===== src/rtl/dds_pkg.sv =====
package dds_pkg;

    localparam int PHASE_BITS = 32;
    localparam int TABLE_BITS = 8;
    localparam int CODE_BITS  = 12;
    localparam int TABLE_SIZE = 1 << TABLE_BITS;
    localparam int PROD_BITS  = 2 * CODE_BITS;

    localparam logic [CODE_BITS-1:0] CODE_MAX   = 12'd4095;
    localparam logic [CODE_BITS-1:0] ROUND_HALF = 12'd2047;

    // Configuration register indexes.
    localparam logic [1:0] REG_PHASE_STEP = 2'd0;
    localparam logic [1:0] REG_LOW_CODE   = 2'd1;
    localparam logic [1:0] REG_HIGH_CODE  = 2'd2;

    typedef logic [CODE_BITS-1:0]  code_t;
    typedef logic [PHASE_BITS-1:0] phase_t;
    typedef logic [TABLE_BITS-1:0] rom_addr_t;
    typedef logic [PROD_BITS-1:0]  prod_t;

    // One full sine period, offset binary, 0 .. 4095.
    localparam code_t SINE_ROM [TABLE_SIZE] = '{
        12'd2048, 12'd2098, 12'd2148, 12'd2198, 12'd2248, 12'd2298, 12'd2348, 12'd2398,
        12'd2447, 12'd2496, 12'd2545, 12'd2594, 12'd2642, 12'd2690, 12'd2737, 12'd2784,
        12'd2831, 12'd2877, 12'd2923, 12'd2968, 12'd3013, 12'd3057, 12'd3100, 12'd3143,
        12'd3185, 12'd3226, 12'd3267, 12'd3307, 12'd3346, 12'd3385, 12'd3423, 12'd3459,
        12'd3495, 12'd3530, 12'd3565, 12'd3598, 12'd3630, 12'd3662, 12'd3692, 12'd3722,
        12'd3750, 12'd3777, 12'd3804, 12'd3829, 12'd3853, 12'd3876, 12'd3898, 12'd3919,
        12'd3939, 12'd3958, 12'd3975, 12'd3992, 12'd4007, 12'd4021, 12'd4034, 12'd4045,
        12'd4056, 12'd4065, 12'd4073, 12'd4080, 12'd4085, 12'd4089, 12'd4093, 12'd4094,
        12'd4095, 12'd4094, 12'd4093, 12'd4089, 12'd4085, 12'd4080, 12'd4073, 12'd4065,
        12'd4056, 12'd4045, 12'd4034, 12'd4021, 12'd4007, 12'd3992, 12'd3975, 12'd3958,
        12'd3939, 12'd3919, 12'd3898, 12'd3876, 12'd3853, 12'd3829, 12'd3804, 12'd3777,
        12'd3750, 12'd3722, 12'd3692, 12'd3662, 12'd3630, 12'd3598, 12'd3565, 12'd3530,
        12'd3495, 12'd3459, 12'd3423, 12'd3385, 12'd3346, 12'd3307, 12'd3267, 12'd3226,
        12'd3185, 12'd3143, 12'd3100, 12'd3057, 12'd3013, 12'd2968, 12'd2923, 12'd2877,
        12'd2831, 12'd2784, 12'd2737, 12'd2690, 12'd2642, 12'd2594, 12'd2545, 12'd2496,
        12'd2447, 12'd2398, 12'd2348, 12'd2298, 12'd2248, 12'd2198, 12'd2148, 12'd2098,
        12'd2048, 12'd1997, 12'd1947, 12'd1897, 12'd1847, 12'd1797, 12'd1747, 12'd1697,
        12'd1648, 12'd1599, 12'd1550, 12'd1501, 12'd1453, 12'd1405, 12'd1358, 12'd1311,
        12'd1264, 12'd1218, 12'd1172, 12'd1127, 12'd1082, 12'd1038, 12'd995,  12'd952,
        12'd910,  12'd869,  12'd828,  12'd788,  12'd749,  12'd710,  12'd672,  12'd636,
        12'd600,  12'd565,  12'd530,  12'd497,  12'd465,  12'd433,  12'd403,  12'd373,
        12'd345,  12'd318,  12'd291,  12'd266,  12'd242,  12'd219,  12'd197,  12'd176,
        12'd156,  12'd137,  12'd120,  12'd103,  12'd88,   12'd74,   12'd61,   12'd50,
        12'd39,   12'd30,   12'd22,   12'd15,   12'd10,   12'd6,    12'd2,    12'd1,
        12'd0,    12'd1,    12'd2,    12'd6,    12'd10,   12'd15,   12'd22,   12'd30,
        12'd39,   12'd50,   12'd61,   12'd74,   12'd88,   12'd103,  12'd120,  12'd137,
        12'd156,  12'd176,  12'd197,  12'd219,  12'd242,  12'd266,  12'd291,  12'd318,
        12'd345,  12'd373,  12'd403,  12'd433,  12'd465,  12'd497,  12'd530,  12'd565,
        12'd600,  12'd636,  12'd672,  12'd710,  12'd749,  12'd788,  12'd828,  12'd869,
        12'd910,  12'd952,  12'd995,  12'd1038, 12'd1082, 12'd1127, 12'd1172, 12'd1218,
        12'd1264, 12'd1311, 12'd1358, 12'd1405, 12'd1453, 12'd1501, 12'd1550, 12'd1599,
        12'd1648, 12'd1697, 12'd1747, 12'd1797, 12'd1847, 12'd1897, 12'd1947, 12'd1997
    };

endpackage


===== src/rtl/dds_sine_sample_generator.sv =====
// Sine NCO for a 12-bit DAC. Every input beat is one sample tick and yields
// exactly one output beat carrying a sample code between the configured low
// and high codes (swapped if given inverted). A restart beat zeroes the 32-bit
// phase accumulator before its own sample is taken. The block sustains one
// sample per clock while out_ready is high. The edge that accepts an input
// beat loads the sine ROM value and the band limits into the input register.
// The result register takes the span multiply and the divide by 4095 with
// offset from it when the second stage has room; out_valid is that stage's
// valid flag. The two stages are elastic. The input is taken whenever either
// stage has room or the result is being read, and it stalls only when both
// stages are full and out_ready is low. Configuration writes are always
// accepted and apply to input beats accepted from the next cycle on.
module dds_sine_sample_generator (
    input  logic                  clk,
    input  logic                  rst_n,
    input  logic                  in_valid,
    output logic                  in_ready,
    input  logic                  restart,
    output logic                  out_valid,
    input  logic                  out_ready,
    output dds_pkg::code_t        sample,
    input  logic                  cfg_valid,
    output logic                  cfg_ready,
    input  logic [1:0]            cfg_index,
    input  logic [31:0]           cfg_data
);
    import dds_pkg::*;

    phase_t    phase_step_reg;
    code_t     low_code_reg;
    code_t     high_code_reg;
    phase_t    phase_acc_reg;
    phase_t    phase_base;
    rom_addr_t rom_addr;

    logic      v1_reg, v2_reg;
    logic      adv1, adv2;
    logic      in_fire, cfg_fire;

    code_t     sine1_reg, lo1_reg, span1_reg;
    code_t     lo_next, span_next;
    prod_t     prod_next;

    logic [CODE_BITS-1:0] quo_est;
    logic [CODE_BITS:0]   rem_est;
    logic [CODE_BITS:0]   quo;
    logic [CODE_BITS:0]   code_sum;
    code_t                sample_next;
    code_t                sample_reg;

    assign cfg_ready = 1'b1;
    assign cfg_fire  = cfg_valid & cfg_ready;

    // Stall chain: a stage takes a new beat when it is empty or draining.
    assign adv2     = ~v2_reg | out_ready;
    assign adv1     = ~v1_reg | adv2;
    assign in_ready = adv1;
    assign in_fire  = in_valid & in_ready;

    always_ff @(posedge clk or negedge rst_n)
    begin
        if (!rst_n)
        begin
            phase_step_reg <= '0;
            low_code_reg   <= '0;
            high_code_reg  <= CODE_MAX;
        end
        else if (cfg_fire)
        begin
            case (cfg_index)
                REG_PHASE_STEP: phase_step_reg <= cfg_data;
                REG_LOW_CODE:   low_code_reg   <= cfg_data[CODE_BITS-1:0];
                REG_HIGH_CODE:  high_code_reg  <= cfg_data[CODE_BITS-1:0];
                default:        ;
            endcase
        end
    end

    assign phase_base = restart ? '0 : phase_acc_reg;
    assign rom_addr   = phase_base[PHASE_BITS-1 -: TABLE_BITS];

    always_ff @(posedge clk or negedge rst_n)
    begin
        if (!rst_n)
        begin
            phase_acc_reg <= '0;
        end
        else if (in_fire)
        begin
            phase_acc_reg <= phase_base + phase_step_reg;
        end
    end

    always_comb
    begin
        if (low_code_reg > high_code_reg)
        begin
            lo_next   = high_code_reg;
            span_next = low_code_reg - high_code_reg;
        end
        else
        begin
            lo_next   = low_code_reg;
            span_next = high_code_reg - low_code_reg;
        end
    end

    assign prod_next = PROD_BITS'(span1_reg) * PROD_BITS'(sine1_reg)
                     + PROD_BITS'(ROUND_HALF);

    // x / 4095: x >> 12 undershoots by at most one, so a single compare on
    // the remainder estimate fixes the quotient.
    assign quo_est  = prod_next[PROD_BITS-1:CODE_BITS];
    assign rem_est  = {1'b0, prod_next[CODE_BITS-1:0]} + {1'b0, quo_est};
    assign quo      = {1'b0, quo_est} + (CODE_BITS+1)'(rem_est >= {1'b0, CODE_MAX});
    assign code_sum = {1'b0, lo1_reg} + quo;
    assign sample_next = code_sum[CODE_BITS] ? CODE_MAX : code_sum[CODE_BITS-1:0];

    always_ff @(posedge clk or negedge rst_n)
    begin
        if (!rst_n)
        begin
            v1_reg <= 1'b0;
            v2_reg <= 1'b0;
        end
        else
        begin
            if (adv1)
            begin
                v1_reg <= in_valid;
            end
            if (adv2)
            begin
                v2_reg <= v1_reg;
            end
        end
    end

    always_ff @(posedge clk)
    begin
        if (in_fire)
        begin
            sine1_reg <= SINE_ROM[rom_addr];
            lo1_reg   <= lo_next;
            span1_reg <= span_next;
        end
        if (adv2 && v1_reg)
        begin
            sample_reg <= sample_next;
        end
    end

    assign out_valid = v2_reg;
    assign sample    = sample_reg;

`ifndef SYNTHESIS
    a_restart_acc: assert property (@(posedge clk) disable iff (!rst_n)
        in_fire && restart |=> phase_acc_reg == $past(phase_step_reg))
        else $error("accumulator not reloaded on restart");

    a_advance_acc: assert property (@(posedge clk) disable iff (!rst_n)
        in_fire && !restart |=> phase_acc_reg == $past(phase_acc_reg + phase_step_reg))
        else $error("accumulator did not advance by the phase step");

    a_hold_acc: assert property (@(posedge clk) disable iff (!rst_n)
        !in_fire |=> $stable(phase_acc_reg))
        else $error("accumulator moved without an input beat");

    a_full_stall: assert property (@(posedge clk) disable iff (!rst_n)
        !in_ready |-> v1_reg && v2_reg && !out_ready)
        else $error("input stalled while the pipeline has room");

    a_out_hold: assert property (@(posedge clk) disable iff (!rst_n)
        out_valid && !out_ready |=> out_valid && $stable(sample))
        else $error("pending result lost or changed");
`endif

endmodule


===== config.mk =====
export PLATFORM = sky130hd
export DESIGN_NAME = dds_sine_sample_generator
export DESIGN_NICKNAME = d
export VERILOG_FILES = /design/src/rtl/dds_pkg.sv /design/src/rtl/dds_sine_sample_generator.sv
export SDC_FILE = /design/constraint.sdc
export NUM_CORES = 1
export LEC_CHECK = 0
export BUFFER_PORTS_ARGS = -buffer_cell sky130_fd_sc_hd__buf_2
export CORE_MARGIN = 1
export CORE_UTILIZATION = 39
export DETAILED_ROUTE_END_ITERATION = 10
export PLACE_DENSITY = 0.58
export SLEW_MARGIN = 20
export SYNTH_ARGS = -nofsm -noshare
export SYNTH_HDL_FRONTEND = slang
export SYNTH_SLANG_ARGS = --single-unit

===== constraint.sdc =====
create_clock -name clk -period 8.34 [get_ports clk]
set_clock_uncertainty 0.1 [all_clocks]
set_input_delay 1.251 -clock clk [delete_from_list [all_inputs] [get_ports clk]]
set_output_delay 1.251 -clock clk [all_outputs]
set_load 0.05 [all_outputs]

==> results of run 1 <==
==> logic make-up (layout without fill, tap and decap cells) <==
| kind of cell | Yosys count | in the layout |
|---|---|---|
| DFF | 138 | 138 |
| buffers and inverters | 355 | 454 |
| AOI/OAI and AO/OA | 561 | 561 |
| xor gates and xnor gates | 69 | 69 |
| and+or+nand+nor | 660 | 660 |
| other | 1 | 1 |
| adders and majority gates | 268 | 268 |
| muxes | 77 | 77 |
==> critical path, delay by kind of cell (launching register included) <==
family / cells / cell delay, ps
xor gates and xnor gates: 2 / 320
DFF: 1 / 450
buffers and inverters: 7 / 650
adders and majority gates: 9 / 3700
AOI/OAI and AO/OA: 14 / 2470
and+or+nand+nor: 6 / 700
==> metrics by stage <==
stage | setup slack, ps | utilization | TNS [ps]
2_1_floorplan | 3.18 | - | 0
3_3_place_gp | -425 | 0.428 | -4360
6_report | -195 | 0.449 | -1650
3_5_place_dp | -697 | 0.428 | -7480
4_1_cts | -212 | 0.448 | -1950
5_1_grt | -615 | 0.449 | -6250
==> how the worst min path moves through the flow <==
stage | startpoint | endpoint | cells after the start
floorplan | phase_acc_reg[12]$_DFFE_PN0P_ | phase_acc_reg[12]$_DFFE_PN0P_ | 2
global placement | phase_acc_reg[7]$_DFFE_PN0P_ | phase_acc_reg[7]$_DFFE_PN0P_ | 2
detailed placement | phase_acc_reg[7]$_DFFE_PN0P_ | phase_acc_reg[7]$_DFFE_PN0P_ | 2
CTS | phase_acc_reg[7]$_DFFE_PN0P_ | phase_acc_reg[7]$_DFFE_PN0P_ | 2
global route | phase_acc_reg[16]$_DFFE_PN0P_ | phase_acc_reg[16]$_DFFE_PN0P_ | 2
finish | phase_acc_reg[7]$_DFFE_PN0P_ | phase_acc_reg[7]$_DFFE_PN0P_ | 2
==> synthesized netlist by cell type, drive strengths merged, types with 9 or more instances <==
cell type    n
a211oi      28
nor3        35
and3        10
xnor2       42
inv        217
nand3b       9
edfxtp      48
o211ai      18
mux2i       12
buf         60
xor2        27
and2        82
o22ai       12
o31ai       11
dfrtp       78
nand3       37
mux2        62
nor2       131
ha         153
o21a        13
a31oi       31
a311oi       9
clkbuf      76
fa         115
dfstp       12
a21o        35
o21ai      173
nand2b      39
nand2      234
nor2b       53
a21oi      160
==> timing repair <==
action,CTS,global route
buffers inserted,20,5
setup endpoints to repair,12,12
hold endpoints to repair,0,0
gates resized for setup,60,10
hold buffers,0,0
pin swaps,63,32
==> per-layer routing <==
layer	part of all wire	routed length, µm	track usage	vias up
met5	0.00065	33	0	-
met4	0.039	1970	0.100	4
met3	0.061	3090	0.0329	137
met2	0.46	23700	0.368	602
met1	0.44	22300	0.292	7500
li1	-	-	-	7464
==> layout make-up <==
type / instances / area, µm²
clock buffers: 20 / 458
fillers: 4364 / 24400
inverters: 219 / 823
well taps: 592 / 741
repair buffers: 203 / 1430
clock inverters: 12 / 70.1
multi-input cells: 1636 / 12700
flip-flops and latches: 138 / 3710
==> results.md, run 1 <==
* Status: finished, violations left
* Required time worst endpoint at about 8500 ps
* Routability Congestion at 0.974
* Most frequent cells in the layout: 233 x nand2_1, 212 x inv_1, 153 x a21oi_1
* RR Startpoint: span1_reg[4]$_DFFE_PP_
* R2r worst-path depth at 38
* RSZ-0062 raised after global routing: true
* Count of cell types in the netlist at 85
* Die Span X at 214 µm
* Critical path launch point type: flop
* Largest stage delay, worst path at approximately 520 ps
* GR Util All Layers at 0.224
* Syn_area_per_cell at about 8.3 µm²
* Antenna viol nets, final at 0
* Core ar. at 44300 µm²
* CP max stage cell: fa_1
* Ant diodes at 0
* Fmax at approximately 0.12 GHz
* Post-DR wirelength/cell at 18.1 µm
* CTS clk-pin slew, worst paths at approximately 60 ps
* Crit path arrival time at approximately 8700 ps
* Layout cells sized above 1 at 0.174
* CTS Buf Count at 17
* Commonest non-fill, non-tap cell in the layout: nand2_1
* Final Cell Area at ~20000 µm²
* Fin crit share at 1.02
* Synth top area share at 0.131
* Via count at between 15000 and 20000
* Post-Synthesis Cell Area at roughly 18000 µm²
* Slew Limit Fails at 0
* Max-Cap Viols at 0
* Vias in the first global route at 15600
* DRT Wirelength at between 50000 and 60000 µm
* CP startpoint: span1_reg[4]$_DFFE_PP_
* Syn Nets at approximately 2400
* Clock Tree Root: clkbuf_16
* Deepest clock path buffer count at 2
* NumNets Final at ~2500
* Initial Util at 0.397
* Mux share of post-synthesis cell area at 0.0504
* Worst Setup EP: sample[11]$_SDFFCE_PP1P_
* Synth Instances at 2129
* Grt ovf at 0
* TritonRoute pass-1 iters at 6
* Largest net degree at the start of global routing at between 60 and 70
* Ranking of synthesized cells by area: fa_1 13%, dfrtp_1 11%, ha_1 11%, edfxtp_1 8.2%, nand2_1 5.0%
* Clock tree from TritonCTS: yes
* Rows at 77
* Port Buf Inserts at 53
* Failing checks: negative setup slack
* Simple-Gate Fraction of Synth Area at 0.181
* Largest family of logic cells by synthesized area: adder cells
* Initial DRC count at around 1400
* Clk sinks at approximately 140
* Area grow syn2layout at 13.3%
* Vias per cell at between 5 and 6
* Die height at ~210 µm
* DR DRC count at 0
* Skew-Pair Late Insertion Delay at about 440 ps
* Antenna violations before repair at 2
* Worst Tran Pin Value at a little under 1000 ps
* Final hold vios at 0
* Post-synth EDFFs at 48
* Slew margin rel. at 0.341
* Die footprint at approximately 46000 µm²
* Synth Area in XOR/XNOR at 0.0344
* Yosys synthesis warning count at 0
* Setup Crit Path Kind: flop to flop
* Min cycle time layout at about 8500 ps
* Synth Area in Adders at 0.240
* First-pass GRT wire length at 83100 µm
* Non-filler instance count after layout at approximately 2800
* Primary FF master, synth: dfrtp_1
* Sequential cell area fraction in the yosys report at 0.211
* Hold slack at 370 ps
* Post-DP HPWL at roughly 38000 µm
* Ys async rst share at 0.652
* Post-route setup slack at -195 ps
* Critical path endpoint category: flop
* Setup Viol. Count Final at 12
* Area leader, netlist: fa_1
* Placed cell area at about 19000 µm²
* Cells after DPL at between 2000 and 3000
* Ports at 55
* R2r setup slk at -190 ps
* Compound-Gate Fraction of Synth Area at 0.200
* Seq cells post-synth at ~140
* Worst flop-to-flop path endpoint: sample[11]$_SDFFCE_PP1P_
* # H-tree levels at 4
* Worst-path maximum fanout at 4
* Hold Path Class: flop to flop
Power of run 1 is left out: the tool's default activity adds up to more than one toggle a clock period on the data nets, which glitch-free logic cannot reach.
==> run 2: changes to the inputs <==
--- a/config.mk
+++ b/config.mk
@@ -5,11 +5,11 @@
 export SDC_FILE = /design/constraint.sdc
 export NUM_CORES = 1
 export LEC_CHECK = 0
-export BUFFER_PORTS_ARGS = -buffer_cell sky130_fd_sc_hd__buf_2
 export CORE_MARGIN = 1
 export CORE_UTILIZATION = 39
 export DETAILED_ROUTE_END_ITERATION = 10
-export PLACE_DENSITY = 0.58
+export DONT_BUFFER_PORTS = 1
+export PLACE_DENSITY = 0.57
 export SLEW_MARGIN = 20
 export SYNTH_ARGS = -nofsm -noshare
 export SYNTH_HDL_FRONTEND = slang
==> results.md, run 2 (synthesized netlist as in run 1, its figures left out) <==
* Status: finished, violations left
* Failing checks: negative setup slack
* Clk sinks at 138
* Min cycle time layout at 8490 ps
* Largest stage delay, worst path at approximately 540 ps
* Crit path arrival time at 8570 ps
* # H-tree levels at 4
* Vias in the first global route at about 15000
* GR Util All Layers at 0.224
* Clock tree from TritonCTS: yes
* Cell with the most instances on the worst path: fa_1
* Initial DRC count at between 1000 and 1500
* TritonRoute pass-1 iters at 5
* Final hold vios at 0
* CTS clk-pin slew, worst paths at 60 ps
* Routability Congestion at between 0.9 and 1
* Setup Viol. Count Final at 12
* Post-DR wirelength/cell at about 19 µm
* Clock Tree Root: clkbuf_16
* Commonest non-fill, non-tap cell in the layout: nand2_1
* Worst-path maximum fanout at 5
* Non-filler instance count after layout at between 2000 and 3000
* R2r setup slk at -150 ps
* Ports at 55
* NumNets Final at about 2500
* Worst Tran Pin Value at between 900 and 1000 ps
* Setup Crit Path Kind: flop to flop
* Hold Path Class: flop to flop
* Final TNS setup at -1200 ps
* Slew margin rel. at 0.356
* CTS Buf Count at 17
* Antenna viol nets, final at 0
* Die height at about 210 µm
* Rows at 77
* Critical path endpoint category: flop
* DR DRC count at 0
* Critical path launch point type: flop
* Buf+Inv Stages, Crit Path at 8
* CP top delay family: adder cells
* Slew Limit Fails at 0
* Core ar. at 44300 µm²
* DRT Wirelength at around 50000 µm
* Ant diodes at 0
* Max-Cap Viols at 0
* Most frequent cells in the layout: 232 x nand2_1, 208 x inv_1, 151 x a21oi_1
* Layout cells sized above 1 at 0.162
* Post-route setup slack at -154 ps
* Vias per cell at about 5.6
* Fin crit share at 1.02
* RSZ-0062 raised after global routing: true
* Area grow syn2layout at 13.3%
* Skew-Pair Late Insertion Delay at about 440 ps
* Grt ovf at 0
* Die footprint at roughly 46000 µm²
* Hold slack at between 300 and 400 ps
* Via count at 15600
* Post-DP HPWL at ~38000 µm
* First-pass GRT wire length at 82600 µm
* Largest net degree at the start of global routing at 99
* Initial Util at 0.397
* Die Span X at between 200 and 250 µm
* Fmax at roughly 0.12 GHz
* Port Buf Inserts at 0
* Antenna violations before repair at 1
* Required time worst endpoint at about 8400 ps
* Cells after DPL at 2697
* FILL cells at roughly 4400
* CP max stage cell: fa_1
* Deepest clock path buffer count at 2
run 2: cell count changes in the layout (fill, tap and decap cells not counted), moves of 4 or more:
cell and delta:
buf_2 -53, buf_6 +6, buf_4 -9, xnor2_2 +5
ha_4 +4, ha_1 -4, xnor2_1 -6, inv_2 +4
inv_1 -4
run 2: cell type report:
cell class,instances,area [µm²],share of cell area
Multi-Input combinational cell,1637,12900,0.647
Sequential cell,138,3710,0.186
Timing Repair Buffer,148,1190,0.0596
Inverter,219,823,0.0414
Tap cell,592,741,0.0372
Clock buffer,19,433,0.0217
Clock inverter,13,139,0.00698
run 2: timing repair:
item	CTS	global route
gates cloned	0	1
setup endpoints to repair	12	12
pin swaps	51	35
buffers inserted	25	19
hold buffers	0	0
gates resized for setup	54	45
run 2: final timing paths:
path                       depth (start not counted)                       endpoint                          from
min in group asynchronous                          0          out_valid$_DFFE_PN0P_                         rst_n
min reg2reg                                        2   phase_acc_reg[7]$_DFFE_PN0P_  phase_acc_reg[7]$_DFFE_PN0P_
max in group asynchronous                          0  high_code_reg[10]$_DFFE_PN1P_                         rst_n
max                                               37       sample[10]$_SDFFCE_PP1P_        sine1_reg[1]$_DFFE_PP_
min                                                2   phase_acc_reg[7]$_DFFE_PN0P_  phase_acc_reg[7]$_DFFE_PN0P_
max reg2reg                                       37       sample[10]$_SDFFCE_PP1P_        sine1_reg[1]$_DFFE_PP_
run 2: layer usage:
layer	GRT usage	routed length, µm	share of wire
met1	0.299	22800	0.44
met2	0.365	24100	0.47
met3	0.0383	3310	0.064
met4	0.0757	1270	0.025
met5	0	0	0
run 2: tightest hold or removal path, stage by stage, from the launching register on:
cell     delay [ps]
dfrtp_1         340
nand2_1          40
o21ai_0          50
run 2: metrics by stage:
stage	util	setup slack, ps	cell area, µm²
after global routing	0.449	-532	19900
final	0.449	-154	19900
after floorplan	-	3.18	17700
after CTS	0.442	-219	19600
after detailed placement	0.420	-550	18600
after global placement	0.420	-478	18600
Power of run 2 is left out for the same reason.
==> run 3: changes to the inputs <==
--- a/config.mk
+++ b/config.mk
@@ -10,6 +10,7 @@
 export DETAILED_ROUTE_END_ITERATION = 10
 export DONT_BUFFER_PORTS = 1
 export PLACE_DENSITY = 0.57
+export SKIP_CTS_REPAIR_TIMING = 1
 export SLEW_MARGIN = 20
 export SYNTH_ARGS = -nofsm -noshare
 export SYNTH_HDL_FRONTEND = slang
==> constraint.sdc (replaced) <==
create_clock -name clk -period 8.34 [get_ports clk]
set_clock_uncertainty 0.1 [all_clocks]
set_input_delay 1.251 -clock clk [delete_from_list [all_inputs] [get_ports clk]]
set_output_delay 1.251 -clock clk [all_outputs]
set_load 0.01 [all_outputs]
==> results.md, run 3 (synthesized netlist as in run 1, its figures left out) <==
* Status: finished, violations left
* Post-DP HPWL at 37600 µm
* FILL cells at 4412
* Skew-Pair Late Insertion Delay at about 430 ps
* First-pass GRT wire length at between 80000 and 90000 µm
* Die Span X at about 210 µm
* Grt ovf at 0
* Initial Util at 0.397
* Required time worst endpoint at 8530 ps
* CTS clk-pin slew, worst paths at roughly 70 ps
* Placed cell area at 18600 µm²
* RSZ-0062 raised after global routing: true
* FF/Latch Area at between 3000 and 4000 µm²
* GR Util All Layers at 0.219
* Clock Tree Root: clkbuf_16
* Fin crit share at 1.02
* Hold EP: phase_acc_reg[12]$_DFFE_PN0P_
* Critical path launch point type: flop
* Vias per cell at 5.66
* Failing checks: negative setup slack
* Die height at 214 µm
* CTS Buf Count at 17
* Post-DR wirelength/cell at ~19 µm
* Hold Path Cell Cnt at 2
* Slew margin rel. at 0.355
* Worst-path maximum fanout at 5
* Clock tree from TritonCTS: yes
* Hold Path Class: flop to flop
* # H-tree levels at 4
* CP max stage cell: fa_1
* CP startpoint: sine1_reg[2]$_DFFE_PP_
* Layout cells sized above 1 at 0.146
* Hold slack at around 370 ps
* Fmax at roughly 0.12 GHz
* R2r setup slk at -200 ps
* Commonest non-fill, non-tap cell in the layout: nand2_1
* Antenna viol nets, final at 0
* Core ar. at ~44000 µm²
* Largest net degree at the start of global routing at 99
* Multi-input gate area at 12800 µm²
* Final hold vios at 0
* Via count at about 16000
* HP Start: phase_acc_reg[12]$_DFFE_PN0P_
* Min cycle time layout at ~8500 ps
* Critical path endpoint category: flop
* Routability Congestion at about 0.95
* Crit path arrival time at between 8000 and 9000 ps
* Clk sinks at 138
* Post-route setup slack at -201 ps
* Ant diodes at 0
* Final Cell Area at slightly below 20000 µm²
* Port Buf Inserts at 0
* Cell with the most instances on the worst path: fa_1
* Worst flop-to-flop path endpoint: sample[11]$_SDFFCE_PP1P_
* R2r worst-path depth at 38
* DRT Wirelength at between 50000 and 60000 µm
* Largest stage delay, worst path at between 500 and 600 ps
* Antenna violations before repair at 2
* Most frequent cells in the layout: 232 x nand2_1, 211 x inv_1, 153 x a21oi_1
* Setup Viol. Count Final at 12
* Deepest clock path buffer count at 2
* Rows at 77
* Worst Tran Pin Value at about 970 ps
* Setup Crit Path Kind: flop to flop
* Vias in the first global route at 14900
* Ports at 55
* Initial DRC count at approximately 1400
* Area grow syn2layout at 11.4%
* Slew Limit Fails at 0
* Die footprint at 45900 µm²
* DR DRC count at 0
* NumNets Final at between 2000 and 2500
* Max-Cap Viols at 0
* RR Startpoint: sine1_reg[2]$_DFFE_PP_
* TritonRoute pass-1 iters at 8
## run 3: routing by layer
layer / vias to the layer above / wire length [µm] / track usage
met5: - / 27 / 0
met4: 4 / 1640 / 0.0771
met3: 130 / 3400 / 0.0406
met2: 606 / 23500 / 0.360
met1: 7462 / 22200 / 0.287
li1: 7335 / - / -
## run 3: cell type report
| type | count | area share |
|---|---|---|
| Clock buffer | 21 | 0.0225 |
| Clock inverter | 11 | 0.00614 |
| Inverter | 219 | 0.0421 |
| Multi-Input combinational cell | 1637 | 0.652 |
| Sequential cell | 138 | 0.190 |
| Tap cell | 592 | 0.0378 |
| Timing Repair Buffer | 127 | 0.0498 |
## run 3: worst max-delay path by stage
| stage | to | slack (ps) | depth (start not counted) |
|---|---|---|---|
| CTS | sample[5]$_SDFFCE_PP1P_ | -680 | 36 |
| global route | sample[11]$_SDFFCE_PP1P_ | -600 | 38 |
| floorplan | sample[2]$_SDFFCE_PP1P_ | 3 | 40 |
| global placement | sample[5]$_SDFFCE_PP1P_ | -480 | 38 |
| detailed placement | sample[5]$_SDFFCE_PP1P_ | -640 | 35 |
| finish | sample[11]$_SDFFCE_PP1P_ | -200 | 38 |
## run 3: through the flow
step / setup TNS [ps] / std cells / util / setup WS [ps]
after floorplan: 0 / 2129 / - / 3.18
after global placement: -4430 / 2696 / 0.420 / -478
after detailed placement: -6380 / 2696 / 0.420 / -638
after CTS: -6750 / 2728 / 0.432 / -678
after global routing: -6640 / 2745 / 0.442 / -601
final: -1740 / 2745 / 0.442 / -201
## run 3: worst max-delay path, delay by kind of cell, from the launching register on
family	cells	cell delay, ps
adders and majority gates	9	3680
DFF	1	490
buffers and inverters	7	490
AOI/OAI and AO/OA	12	2210
xor gates and xnor gates	2	300
and+or+nand+nor	8	1130
Power of run 3 is left out for the same reason.
